[src/sv/rcc_pkg.sv]
// Shared types, constants and helper functions of the grid raycast column core.
package rcc_pkg;

  localparam int MAP_SIDE   = 8;
  localparam int CELL_SHIFT = 6;
  localparam int ANGLE_BITS = 12;
  localparam int FRAC_BITS  = 8;

  localparam int CELL_FX  = CELL_SHIFT + FRAC_BITS;
  localparam int POS_W    = 9 + FRAC_BITS;
  localparam int MAG_W    = CELL_FX + 1;
  localparam int TRIG_W   = 18;
  localparam int ABS_W    = TRIG_W - 1;
  localparam int RU_W     = 21;
  localparam int RV_W     = 40;
  localparam int DIV_NW   = 32;
  localparam int DIV_DW   = 18;
  localparam int D2_W     = 36;
  localparam int RT_W     = 18;
  localparam int DIST_W   = 19;
  localparam int CORDIC_N = 16;
  localparam int Q_DEPTH  = 2;
  localparam int QP_W     = $clog2(Q_DEPTH);

  localparam logic signed [TRIG_W-1:0] Q16_ONE = 18'sd65536;
  localparam logic signed [19:0] CORDIC_GAIN = 20'sd39797;

  typedef enum logic [7:0] {
    CFG_MAP_CELLS     = 8'd0,
    CFG_SCREEN_HEIGHT = 8'd1,
    CFG_MAX_STEPS     = 8'd2
  } cfg_idx_t;

  typedef struct packed {
    logic [8:0]  pos_x;
    logic [8:0]  pos_y;
    logic [11:0] ray_angle;
    logic [11:0] view_angle;
  } in_item_t;

  typedef struct packed {
    logic        hit_found;
    logic        hit_side;
    logic [16:0] hit_x;
    logic [16:0] hit_y;
    logic [17:0] distance;
    logic [9:0]  wall_height;
    logic [8:0]  wall_top;
  } out_item_t;

  typedef struct packed {
    logic [POS_W-1:0]      px;
    logic [POS_W-1:0]      py;
    logic                  h_en;
    logic                  h_neg;
    logic [RU_W-1:0]       h_ru;
    logic [RV_W-1:0]       h_rv;
    logic [RV_W-1:0]       h_sv;
    logic                  v_en;
    logic                  v_neg;
    logic [RU_W-1:0]       v_ru;
    logic [RV_W-1:0]       v_rv;
    logic [RV_W-1:0]       v_sv;
    logic [ANGLE_BITS-1:0] adiff;
  } job_t;

  typedef struct packed {
    logic full;
    logic empty;
  } q_stat_t;

  // Arctangent per CORDIC iteration, 2^16 units per turn.
  function automatic logic [13:0] atan_turn16(logic [3:0] i);
    case (i)
      4'd0:    return 14'd8192;
      4'd1:    return 14'd4836;
      4'd2:    return 14'd2555;
      4'd3:    return 14'd1297;
      4'd4:    return 14'd651;
      4'd5:    return 14'd326;
      4'd6:    return 14'd163;
      4'd7:    return 14'd81;
      4'd8:    return 14'd41;
      4'd9:    return 14'd20;
      4'd10:   return 14'd10;
      4'd11:   return 14'd5;
      4'd12:   return 14'd3;
      4'd13:   return 14'd1;
      4'd14:   return 14'd1;
      default: return 14'd0;
    endcase
  endfunction

  // Shift right, rounding toward zero.
  function automatic logic signed [19:0] shr_tz(logic signed [19:0] v, logic [3:0] s);
    logic signed [19:0] m;
    m = -v;
    if (v < 0) return -(m >>> s);
    return v >>> s;
  endfunction

  function automatic logic is_wall(logic [63:0] cells, logic signed [RV_W-1:0] x,
                                   logic signed [RV_W-1:0] y);
    logic signed [RV_W-1:0] mx;
    logic signed [RV_W-1:0] my;
    logic [5:0] idx;
    mx = x >>> CELL_FX;
    my = y >>> CELL_FX;
    idx = 6'(my * MAP_SIDE + mx);
    if (x[RV_W-1] || y[RV_W-1]) return 1'b0;
    if (mx >= MAP_SIDE || my >= MAP_SIDE) return 1'b0;
    return cells[idx];
  endfunction

endpackage

[src/sv/rcc_cordic.sv]
// Iterative 16-step CORDIC giving Q1.16 cosine and sine of a 16-bit angle.
module rcc_cordic (
  input  logic                                 clk,
  input  logic                                 rst_n,
  input  logic                                 start,
  input  logic [15:0]                          angle,
  output logic                                 done,
  output logic signed [rcc_pkg::TRIG_W-1:0]    co,
  output logic signed [rcc_pkg::TRIG_W-1:0]    si
);

  logic               busy_r;
  logic               done_r;
  logic [3:0]         i_r;
  logic signed [19:0] x_r, y_r;
  logic signed [17:0] z_r;
  logic [1:0]         quad_r;
  logic               rzero_r;

  logic signed [19:0] dx, dy, x_nxt, y_nxt;
  logic signed [17:0] at, z_nxt;
  logic signed [rcc_pkg::TRIG_W-1:0] xc, yc;

  always_comb begin
    dx = rcc_pkg::shr_tz(x_r, i_r);
    dy = rcc_pkg::shr_tz(y_r, i_r);
    at = signed'({4'b0, rcc_pkg::atan_turn16(i_r)});
    if (!z_r[17]) begin
      x_nxt = x_r - dy;
      y_nxt = y_r + dx;
      z_nxt = z_r - at;
    end else begin
      x_nxt = x_r + dy;
      y_nxt = y_r - dx;
      z_nxt = z_r + at;
    end
  end

  always_ff @(posedge clk) begin
    if (!rst_n) begin
      busy_r <= 1'b0;
      done_r <= 1'b0;
    end else begin
      done_r <= 1'b0;
      if (start) begin
        busy_r  <= 1'b1;
        i_r     <= '0;
        x_r     <= rcc_pkg::CORDIC_GAIN;
        y_r     <= '0;
        z_r     <= signed'({4'b0, angle[13:0]});
        quad_r  <= angle[15:14];
        rzero_r <= (angle[13:0] == 14'd0);
      end else if (busy_r) begin
        x_r <= x_nxt;
        y_r <= y_nxt;
        z_r <= z_nxt;
        i_r <= i_r + 4'd1;
        if (i_r == 4'(rcc_pkg::CORDIC_N - 1)) begin
          busy_r <= 1'b0;
          done_r <= 1'b1;
        end
      end
    end
  end

  // clamp to +-1.0; zero angle within a quadrant is exact
  always_comb begin
    if (rzero_r) xc = rcc_pkg::Q16_ONE;
    else if (x_r > 20'sd65536) xc = rcc_pkg::Q16_ONE;
    else if (x_r < -20'sd65536) xc = -rcc_pkg::Q16_ONE;
    else xc = rcc_pkg::TRIG_W'(x_r);
    if (rzero_r) yc = '0;
    else if (y_r > 20'sd65536) yc = rcc_pkg::Q16_ONE;
    else if (y_r < -20'sd65536) yc = -rcc_pkg::Q16_ONE;
    else yc = rcc_pkg::TRIG_W'(y_r);
    case (quad_r)
      2'd0: begin co = xc;  si = yc;  end
      2'd1: begin co = -yc; si = xc;  end
      2'd2: begin co = -xc; si = -yc; end
      default: begin co = yc; si = -xc; end
    endcase
  end

  assign done = done_r;

endmodule

[src/sv/rcc_div.sv]
// Restoring unsigned divider, one quotient bit per cycle.
module rcc_div #(
  parameter int NUM_W = rcc_pkg::DIV_NW,
  parameter int DEN_W = rcc_pkg::DIV_DW
) (
  input  logic             clk,
  input  logic             rst_n,
  input  logic             start,
  input  logic [NUM_W-1:0] num,
  input  logic [DEN_W-1:0] den,
  output logic             done,
  output logic [NUM_W-1:0] quo
);

  localparam int CNT_W = $clog2(NUM_W);

  logic             busy_r;
  logic             done_r;
  logic [CNT_W-1:0] cnt_r;
  logic [DEN_W-1:0] rem_r, den_r;
  logic [NUM_W-1:0] quo_r;

  logic [DEN_W:0]   trial;
  logic [DEN_W-1:0] rem_nxt;
  logic             q_bit;

  always_comb begin
    trial = {rem_r, quo_r[NUM_W-1]};
    q_bit = (trial >= {1'b0, den_r});
    rem_nxt = q_bit ? DEN_W'(trial - {1'b0, den_r}) : DEN_W'(trial);
  end

  always_ff @(posedge clk) begin
    if (!rst_n) begin
      busy_r <= 1'b0;
      done_r <= 1'b0;
    end else begin
      done_r <= 1'b0;
      if (start) begin
        busy_r <= 1'b1;
        cnt_r  <= '0;
        rem_r  <= '0;
        quo_r  <= num;
        den_r  <= den;
      end else if (busy_r) begin
        rem_r <= rem_nxt;
        quo_r <= {quo_r[NUM_W-2:0], q_bit};
        cnt_r <= cnt_r + CNT_W'(1);
        if (cnt_r == CNT_W'(NUM_W - 1)) begin
          busy_r <= 1'b0;
          done_r <= 1'b1;
        end
      end
    end
  end

  assign done = done_r;
  assign quo  = quo_r;

endmodule

[src/sv/rcc_back.sv]
// Back end: steps both gridline passes, picks the nearer hit and derives distance and height.
module rcc_back (
  input  logic                clk,
  input  logic                rst_n,
  input  rcc_pkg::job_t       head,
  input  rcc_pkg::q_stat_t    q_stat,
  output logic                pop,
  input  logic [63:0]         map_cells,
  input  logic [9:0]          screen_height,
  input  logic [3:0]          max_steps,
  output logic                out_valid,
  input  logic                out_stall,
  output rcc_pkg::out_item_t  out_data
);

  localparam int RUW = rcc_pkg::RU_W;
  localparam int RVW = rcc_pkg::RV_W;
  localparam logic signed [RUW-1:0] CELL_ONE = RUW'(1 << rcc_pkg::CELL_FX);
  localparam int SQRT_N = rcc_pkg::D2_W / 2;

  typedef enum logic [3:0] {
    B_IDLE, B_HPASS, B_VPASS, B_SQ, B_SEL, B_COR, B_SQRT, B_MUL, B_HGT, B_DIV, B_OUT
  } bstate_t;

  bstate_t state_r;

  rcc_pkg::job_t            job_r;
  logic signed [RUW-1:0]    ru_r;
  logic signed [RVW-1:0]    rv_r;
  logic [3:0]               k_r;
  logic                     hh_r, vh_r, side_r;
  logic [16:0]              hx_r, hy_r, vx_r, vy_r, fx_r, fy_r;
  logic [1:0]               sq_r;
  logic [rcc_pkg::D2_W-1:0] dh_r, dv_r, v_r, res_r, bit_r;
  logic [4:0]               sqn_r;
  logic [rcc_pkg::DIST_W-1:0] dist_r;
  logic [9:0]               height_r;
  logic                     out_valid_r;
  rcc_pkg::out_item_t       out_r;

  logic signed [RVW-1:0]    hx, hy, vx, vy;
  logic                     h_wall, v_wall;
  logic signed [17:0]       diff;
  logic signed [35:0]       sqv;
  logic [rcc_pkg::D2_W-1:0] sum;
  logic                     cor_done, div_done;
  logic signed [rcc_pkg::TRIG_W-1:0] cc, cs_unused;
  logic [rcc_pkg::DIV_NW-1:0] quo;
  logic [34:0]              prod;
  logic                     out_free;
  logic                     found;

  assign pop       = (state_r == B_IDLE) && !q_stat.empty;
  assign out_free  = !out_valid_r || !out_stall;
  assign out_valid = out_valid_r;
  assign out_data  = out_r;
  assign found     = hh_r || vh_r;

  rcc_cordic u_cordic (
    .clk   (clk),
    .rst_n (rst_n),
    .start ((state_r == B_SEL) && found),
    .angle (16'(job_r.adiff) << (16 - rcc_pkg::ANGLE_BITS)),
    .done  (cor_done),
    .co    (cc),
    .si    (cs_unused)
  );

  rcc_div #(.NUM_W(rcc_pkg::DIV_NW), .DEN_W(rcc_pkg::DIV_DW)) u_div (
    .clk   (clk),
    .rst_n (rst_n),
    .start ((state_r == B_HGT) && (dist_r != '0)),
    .num   (rcc_pkg::DIV_NW'(screen_height) << rcc_pkg::CELL_FX),
    .den   (dist_r[rcc_pkg::DIV_DW-1:0]),
    .done  (div_done),
    .quo   (quo)
  );

  always_comb begin
    hx = rv_r;
    hy = RVW'(ru_r);
    vx = RVW'(ru_r);
    vy = rv_r;
    h_wall = rcc_pkg::is_wall(map_cells, hx, hy);
    v_wall = rcc_pkg::is_wall(map_cells, vx, vy);
    case (sq_r)
      2'd0:    diff = signed'({1'b0, hx_r}) - signed'({1'b0, job_r.px});
      2'd1:    diff = signed'({1'b0, hy_r}) - signed'({1'b0, job_r.py});
      2'd2:    diff = signed'({1'b0, vx_r}) - signed'({1'b0, job_r.px});
      default: diff = signed'({1'b0, vy_r}) - signed'({1'b0, job_r.py});
    endcase
    sqv  = diff * diff;
    sum  = res_r + bit_r;
    prod = res_r[rcc_pkg::RT_W-1:0] * cc[rcc_pkg::ABS_W-1:0];
  end

  always_ff @(posedge clk) begin
    if (!rst_n) begin
      state_r     <= B_IDLE;
      out_valid_r <= 1'b0;
    end else begin
      // B_OUT sets valid itself when the output register frees up
      if (out_valid_r && !out_stall && state_r != B_OUT) out_valid_r <= 1'b0;
      case (state_r)
        B_IDLE: begin
          if (!q_stat.empty) begin
            job_r   <= head;
            ru_r    <= $signed(head.h_ru);
            rv_r    <= $signed(head.h_rv);
            k_r     <= '0;
            hh_r    <= 1'b0;
            vh_r    <= 1'b0;
            state_r <= B_HPASS;
          end
        end
        B_HPASS: begin
          if (!job_r.h_en || k_r == max_steps || h_wall) begin
            if (job_r.h_en && k_r != max_steps) begin
              hh_r <= 1'b1;
              hx_r <= hx[16:0];
              hy_r <= hy[16:0];
            end
            ru_r    <= $signed(job_r.v_ru);
            rv_r    <= $signed(job_r.v_rv);
            k_r     <= '0;
            state_r <= B_VPASS;
          end else begin
            ru_r <= ru_r + (job_r.h_neg ? -CELL_ONE : CELL_ONE);
            rv_r <= rv_r + $signed(job_r.h_sv);
            k_r  <= k_r + 4'd1;
          end
        end
        B_VPASS: begin
          if (!job_r.v_en || k_r == max_steps || v_wall) begin
            if (job_r.v_en && k_r != max_steps) begin
              vh_r <= 1'b1;
              vx_r <= vx[16:0];
              vy_r <= vy[16:0];
            end
            sq_r    <= 2'd0;
            state_r <= B_SQ;
          end else begin
            ru_r <= ru_r + (job_r.v_neg ? -CELL_ONE : CELL_ONE);
            rv_r <= rv_r + $signed(job_r.v_sv);
            k_r  <= k_r + 4'd1;
          end
        end
        B_SQ: begin
          case (sq_r)
            2'd0:    dh_r <= rcc_pkg::D2_W'(sqv);
            2'd1:    dh_r <= dh_r + rcc_pkg::D2_W'(sqv);
            2'd2:    dv_r <= rcc_pkg::D2_W'(sqv);
            default: dv_r <= dv_r + rcc_pkg::D2_W'(sqv);
          endcase
          sq_r <= sq_r + 2'd1;
          if (sq_r == 2'd3) state_r <= B_SEL;
        end
        B_SEL: begin
          res_r <= '0;
          bit_r <= rcc_pkg::D2_W'(1) << (rcc_pkg::D2_W - 2);
          sqn_r <= '0;
          if (!found) begin
            side_r   <= 1'b0;
            fx_r     <= '0;
            fy_r     <= '0;
            dist_r   <= '0;
            height_r <= '0;
            state_r  <= B_OUT;
          end else begin
            // ties go to the horizontal hit
            if (vh_r && (!hh_r || dv_r < dh_r)) begin
              side_r <= 1'b1;
              fx_r   <= vx_r;
              fy_r   <= vy_r;
              v_r    <= dv_r;
            end else begin
              side_r <= 1'b0;
              fx_r   <= hx_r;
              fy_r   <= hy_r;
              v_r    <= dh_r;
            end
            state_r <= B_COR;
          end
        end
        B_COR: begin
          if (cor_done) state_r <= B_SQRT;
        end
        B_SQRT: begin
          if (v_r >= sum) begin
            v_r   <= v_r - sum;
            res_r <= (res_r >> 1) + bit_r;
          end else begin
            res_r <= res_r >> 1;
          end
          bit_r <= bit_r >> 2;
          sqn_r <= sqn_r + 5'd1;
          if (sqn_r == 5'(SQRT_N - 1)) state_r <= B_MUL;
        end
        B_MUL: begin
          // ray behind the viewer gives zero distance
          dist_r  <= (cc > 0) ? prod[34:16] : '0;
          state_r <= B_HGT;
        end
        B_HGT: begin
          if (dist_r == '0) begin
            height_r <= screen_height;
            state_r  <= B_OUT;
          end else begin
            state_r <= B_DIV;
          end
        end
        B_DIV: begin
          if (div_done) begin
            height_r <= (quo > rcc_pkg::DIV_NW'(screen_height)) ? screen_height : quo[9:0];
            state_r  <= B_OUT;
          end
        end
        B_OUT: begin
          if (out_free) begin
            out_r.hit_found   <= found;
            out_r.hit_side    <= side_r;
            out_r.hit_x       <= fx_r;
            out_r.hit_y       <= fy_r;
            out_r.distance    <= (dist_r > rcc_pkg::DIST_W'(18'h3FFFF)) ? 18'h3FFFF
                                                                          : dist_r[17:0];
            out_r.wall_height <= height_r;
            out_r.wall_top    <= 9'((screen_height >> 1) - (height_r >> 1));
            out_valid_r       <= 1'b1;
            state_r           <= B_IDLE;
          end
        end
        default: state_r <= B_IDLE;
      endcase
    end
  end

endmodule

[config.mk]
export PLATFORM = sky130hd
export DESIGN_NAME = rcc_back
export DESIGN_NICKNAME = d
export VERILOG_FILES = /design/src/sv/rcc_pkg.sv /design/src/sv/rcc_cordic.sv /design/src/sv/rcc_div.sv /design/src/sv/rcc_back.sv
export SDC_FILE = /design/constraint.sdc
export NUM_CORES = 2
export LEC_CHECK = 0
export ABC_AREA = 0
export BUFFER_PORTS_ARGS = -buffer_cell sky130_fd_sc_hd__buf_4
export CORE_UTILIZATION = 55
export DETAILED_ROUTE_END_ITERATION = 6
export PLACE_DENSITY = 0.73
export SYNTH_ARGS = -nofsm -noshare
export SYNTH_HDL_FRONTEND = slang
export SYNTH_SLANG_ARGS = --single-unit
[constraint.sdc]
create_clock -name clk -period 14 [get_ports clk]
set_input_delay 0.7 -clock clk [delete_from_list [all_inputs] [get_ports clk]]
set_output_delay 0.7 -clock clk [all_outputs]
set_load 0.005 [all_outputs]
# --- Word level (Yosys, flattened, before mapping) ---
# Memories as Yosys holds them, arrays and structs flattened. A register that Yosys moved wholly into a read port is not among the register bits.
# Cells that the tools add are included.
word_totals:
  register_bits: 797
  rom_bits: 224
  input_bits: 335
  mem_count: 1
memory_table:
  columns: ["name", "words", "width", "read_ports", "rd_clocked_by_memory_dff", "wr", "line", "source"]
  rows:
  - ["(no name shown)", 16, 14, 1, 1, 0, "rcc_pkg.sv:74", "case (i)"]
op_classes:
  add_sub_neg: 34
  n_mul: 2
  magnitude_cmp: 16
  n_eq_ne: 36
  shift: 4
  muxes: 108
  bitwise_logic: 5
  reduce_logical: 62
op_table:
  columns: ["op", "n"]
  rows:
  - ["one-hot mux 36 bit (2 select lines)", 5]
  - ["2-to-1 mux 18 bit", 10]
  - ["2-to-1 mux 20 bit", 8]
  - ["2-to-1 mux 36 bit", 4]
  - ["2-to-1 mux 40 bit", 3]
  - ["one-hot mux 40 bit (3 select lines)", 1]
  - ["adder 36 bit", 3]
  - ["one-hot mux 18 bit (3 select lines)", 2]
  - ["2-to-1 mux 21 bit", 5]
  - ["adder 40 bit", 2]
  - ["negation 20 bit", 4]
  - [">>> shifter 20 x 4 -> 20 bit", 4]
  - ["subtractor 17 x 17 -> 18 bit", 4]
  - ["one-hot mux 21 bit (3 select lines)", 1]
  - ["2-to-1 mux 4 bit", 15]
  - ["one-hot mux 4 bit (11 select lines)", 1]
  - ["adder 21 bit", 2]
  - ["adder 20 bit", 2]
  - ["greater-than comparator 20 x 18 -> 1 bit, second input constant", 2]
  - ["< comparator 20 x 1 -> 1 bit, second input constant", 2]
  - ["< comparator 20 x 17 -> 1 bit, second input constant", 2]
  - ["2-to-1 mux 10 bit", 4]
  - ["subtractor 20 bit", 2]
  - ["2-to-1 mux 19 bit", 2]
  - ["66 further kinds", 177]

# --- Depth between registers and ports, before layout ---
logic_depth:
  ltp_word: 9
  mapped_depth: 58
  mapped_depth_nobuf: 55

# --- By module ---
# A second synthesis with hierarchy kept.
hier_totals:
  hier_cells: 8453
  area_unflattened_um2: 79765.3
modules_own_cells:
  columns: ["mod", "n_inst", "cells_per_inst", "area_each_um2", "seq_area_each_um2"]
  rows:
  - ["rcc_back", 1, 5944, 60291.6, 19078.3]
  - ["rcc_cordic", 1, 2195, 15442.3, 2272.2]
  - ["rcc_div", 1, 314, 4031.4, 2232.1]

# --- Worst setup path after synthesis ---
# No wires, ideal clock.
synth_path:
  path_type: "register to register"
  start: "reg sq_r[0]"
  end: "reg dh_r[34] (netlist bit) (data pin)"
  setup_ns: 0.260
  t_arrival_ns: 12.405
  required_time_ns: 13.740
  setup_slack_ns: 1.335
  path_stages_with_launch: 54
  path_buffers: 4
  period_less_slack_ns: 12.665
  cell_sequence: "edfxtp_1 -> inv_1 -> ha_1 -> clkbuf_1 -> clkbuf_1 -> clkbuf_1 -> mux2i_1 -> ha_1 -> fa_1 -> nor2b_1 -> o21ai_0 -> a21boi_0 -> o21ai_0 -> a21boi_0 -> o21ai_0 -> a21boi_0 -> o21ai_0 -> nor2b_1 -> [18 not listed] -> a221oi_1 -> o22ai_1 -> o41ai_1 -> nor2b_1 -> o21ai_0 -> nand2b_1 -> xnor2_1 -> inv_1 -> ha_1 -> nor2b_1 -> a311o_1 -> and3_1 -> o41ai_1 -> o21ai_0 -> a21o_1 -> a21oi_1 -> xnor2_1 -> mux2_2"
synth_via:
  elab_chain_cells: 5
  word_cells_on_any_way: 7
synth_rtl:
  columns: ["item", "line", "source"]
  rows:
  - ["from (decl)", "rcc_back.sv:33", "logic [1:0] sq_r;"]
  - ["from (signal assigned)", "rcc_back.sv:155", "sq_r <= sq_r + 2'd1;"]
  - ["equality test 2 bit, or another cell as far along", "rcc_back.sv:86", "case (sq_r)"]
  - ["one-hot mux 18 bit (3 select lines)", "rcc_back.sv:86", null]
  - ["multiplier 18 x 18 -> 36 bit", "rcc_back.sv:92", "sqv = diff * diff;"]
  - ["adder 36 bit", "rcc_back.sv:151", "2'd1: dh_r <= dh_r + rcc_pkg::D2_W'(sqv);"]
  - ["one-hot mux 36 bit (2 select lines) *", "rcc_back.sv:149", "case (sq_r)"]
  - ["to (signal assigned)", "rcc_back.sv:150", "2'd0: dh_r <= rcc_pkg::D2_W'(sqv);"]
  - ["to (signal assigned)", "rcc_back.sv:151", null]
  - ["to (decl)", "rcc_back.sv:34", "logic [rcc_pkg::D2_W-1:0] dh_r, dv_r, v_r, res_r, bit_r;"]
# Every way passes the cells marked *; elsewhere a longest branch is shown, timed or not.
# A chain may end at the register's enable or synchronous reset.

# --- Worst setup path in the final report ---
layout_path:
  start: "reg sq_r[1]"
  end: "reg dv_r[35] (netlist bit) (data pin)"
layout_via:
  elab_chain_cells: 5
  word_cells_on_any_way: 8
layout_rtl:
  columns: ["item", "line", "source"]
  rows:
  - ["equality test 2 bit, or another cell as far along", "rcc_back.sv:86, rcc_back.sv:149", null]
  - ["one-hot mux 18 bit (3 select lines)", "rcc_back.sv:86", null]
  - ["multiplier 18 x 18 -> 36 bit", "rcc_back.sv:92", null]
  - ["adder 36 bit", "rcc_back.sv:153", "default: dv_r <= dv_r + rcc_pkg::D2_W'(sqv);"]
  - ["one-hot mux 36 bit (2 select lines) *", "rcc_back.sv:149", null]
  - ["to (signal assigned)", "rcc_back.sv:152", "2'd2: dv_r <= rcc_pkg::D2_W'(sqv);"]
  - ["to (signal assigned)", "rcc_back.sv:153", null]
  - ["to (decl)", "rcc_back.sv:34", null]
# Marked as above.

==> results_dict.tcl <==
set metrics [dict create \
    fin_nets 9853 \
    slew_viol_final 0 \
    period_minus_slack_ns 13.20 \
    synth-seq-cells 793 \
    dr_wl_met2_um 104000 \
    grt_pass1_vias 62030 \
    cts_hold_buffers 0 \
    vias 62150 \
    layout_commonest_cell "inv_1" \
    die_x_um 376.7 \
    place.gp.congestion 0.9977 \
    fin_skew_ns 0.08517 \
    die_h_um 376.7 \
    cp-start-kind "flip-flop" \
    cp_slowest_cell "fa_1" \
    post-route-drc-count 9 \
    status "finished, violations left" \
    cts_sinks 793 \
    grt_pass1_wl_um 344400 \
    cts_made_buffers 90 \
    ys_types 101 \
    antenna_found_initial 24 \
    place_area_um2 82420 \
    finalCritPeriodShare_pct 94.28 \
    viasPerCell 6.031 \
    crit_type "flip-flop to flip-flop" \
    hold_viol 0 \
    wl_met3_um 17630 \
    drive_gt1_share_pct 11.18 \
    final_cells 10300 \
    grt_max_degree 153 \
    worst_slew_pin_slew_ns 1.125 \
    fmaxAchievable_mhz 75.76 \
    crit_fanout 9 \
    synth.avg_cell_area_um2 9.591 \
    firstDrtPassIters 7 \
    yosysSeqAreaShare_pct 30.54 \
    cp_common_cell "nor2_1" \
    ys_warn_count 0 \
    layout_common_cells "inv_1 (898), nand2_1 (852), edfxtp_1 (770)" \
    worst_setup_path_end_kind "flip-flop" \
    first_iter_violations 5897 \
    clock_latency_ns 0.76 \
    synthesis.area_um2 77220 \
    finalInstanceArea_um2 85500 \
    min_path_cells 1 \
    portBuffers 408 \
    io_pins 410 \
    drv_cap 0 \
    setup_viol 0 \
    slew_headroom_pct 24.49 \
    syn_inst 8052 \
    synthFlopType "edfxtp_1" \
    row_count 137 \
    grt_usage_pct 31.01 \
    die_area_um2 141900 \
    postCtsSetupRepairBufs 0 \
    overflow 0 \
    drtAntennaViolNets 0 \
    async_flop_share_pct 0 \
    h-tree-depth 3 \
    area_growth_pct 10.72 \
    drt-met1-wl_um 90590 \
    clockRootBuffer "clkbuf_16" \
    r2r_cells 52 \
    cts_tree "built" \
    cts_buffer_depth 3 \
    syn_nets 9574 \
    placed_cells 10120 \
    violations "DRC" \
    topRoutingLayerUsed "met5" \
    coreArea_um2 139400 \
    synth_edf_count 770 \
    hp-start "head[143]" \
    routed_wl_um 222200 \
    wire_per_inst_um 21.57 \
    critPathLaunch "sq_r[1]" \
    clkTransAtPathRegs_ns 0.07 \
    cp.required_ns 14.44 \
    start_util_pct 55.41 \
    dp_hpwl_um 170700 \
    cp_slowest_stage_delay_ns 0.51 \
    hp-class "input port to flip-flop" \
    crit-reg2reg-launch "sq_r[1]" \
    worstPathArrival_ns 13.64 \
]
cells in the mapped netlist, types with 17 or more instances:
| master | n | area, µm² |
|---|---|---|
| inv_1 | 900 | 3378 |
| nand2_1 | 853 | 3202 |
| edfxtp_1 | 770 | 23120 |
| ha_1 | 641 | 8020 |
| nor2_1 | 616 | 2312 |
| fa_1 | 546 | 10930 |
| o21ai_0 | 400 | 2002 |
| a21oi_1 | 383 | 1917 |
| clkbuf_1 | 306 | 1149 |
| xnor2_1 | 273 | 2391 |
| xor2_1 | 196 | 1717 |
| a21o_1 | 146 | 1096 |
| mux2i_1 | 140 | 1401 |
| nor3_1 | 136 | 680.7 |
| nor2b_1 | 121 | 757.0 |
| and2_1 | 111 | 694.4 |
| nand3_1 | 109 | 545.5 |
| a211oi_1 | 98 | 735.7 |
| a31oi_1 | 93 | 581.8 |
| nand2b_1 | 89 | 556.8 |
| mux2_2 | 78 | 878.3 |
| and3_1 | 70 | 437.9 |
| o21bai_1 | 70 | 525.5 |
| nor4_1 | 60 | 375.4 |
| mux4_2 | 59 | 1329 |
| or3_1 | 59 | 369.1 |
| o21a_1 | 54 | 405.4 |
| nand4_1 | 49 | 306.5 |
| or2_2 | 41 | 256.5 |
| a21boi_0 | 35 | 262.8 |
| a22oi_1 | 31 | 232.7 |
| buf_1 | 31 | 116.4 |
| o31ai_1 | 27 | 202.7 |
| a31o_2 | 24 | 210.2 |
| dfxtp_1 | 23 | 460.4 |
| a22o_1 | 22 | 192.7 |
| o211ai_1 | 22 | 165.2 |
| a211o_1 | 19 | 166.4 |
| and4_1 | 19 | 166.4 |
| or4_1 | 19 | 142.6 |
| o2111ai_1 | 18 | 157.7 |
| a2111oi_0 | 17 | 148.9 |
routing by layer:
metal  global-route usage (%)  up-vias
met4                    13.65        2
met1                    40.56    30280
li1                         -    28750
met2                    50.65     2617
met5                        0        -
met3                    5.151      493
registers in the layout, summed over array words and instances (netlist names), 32 cells and up:
register / count
dh_r: 36
dv_r: 36
hx: 40
job_r: 191
out_data: 73
res_r: 36
u_div.quo: 32
v_r: 36
worst max-delay path: cells and delay by family, from the launching register on:
| kind | cells | cell delay (ns) |
|---|---|---|
| compound gates | 20 | 4.64 |
| fa+ha+maj | 10 | 4.15 |
| simple gates | 11 | 1.84 |
| xor+xnor | 4 | 0.75 |
| buf+inv | 6 | 0.65 |
| flops | 1 | 0.44 |
| mux | 1 | 0.43 |
metrics by stage:
stage / setup slack [ns] / utilization, % / TNS [ns] / hold WS, ns
floorplan: 1.335 / - / 0 / 0.4003
global route: -0.02026 / 61.35 / -0.02026 / 0.07621
global placement: 0.8082 / 59.14 / 0 / 0.4023
CTS: 0.5842 / 61.29 / 0 / 0.04747
finish: 0.8011 / 61.35 / 0 / 0.09381
detailed placement: 0.6135 / 59.14 / 0 / 0.4045
worst paths after layout:
path	end	slack, ns
max	dv_r[35]	0.80
min	job_r[143]	0.09
max reg2reg	dv_r[35]	0.80
min reg2reg	out_data[38]	0.42
cell type report:
type,count,area [µm²]
fill,11440,53860
sequential,793,23580
clock buffer,112,2386
tap,1876,2347
timing repair buffer,534,4021
clock inverter,54,601.8
antenna,23,57.56
inverter,913,3435
multi-input combinational,5999,49070
cell families (layout without fill, tap and decap cells):
family	Yosys count	count (layout)	synth area share [%]
AOI/OAI and AO/OA	1663	1663	14.13
xor gates and xnor gates	469	469	5.319
adders and majority gates	1187	1187	24.54
buffers and inverters	1260	1613	6.157
DFF	793	793	30.54
muxes	278	278	4.691
other	0	23	0
and+or+nand+nor	2402	2402	14.63
what timing repair did:
item                                    in CTS  in global routing
endpoints found under the hold margin        0                  0
endpoints found under the setup margin       0                  5
gates resized for setup                      0                  7
Power is left out: the tool's default activity adds up to more than one toggle a clock period on the data nets, which glitch-free logic cannot reach.
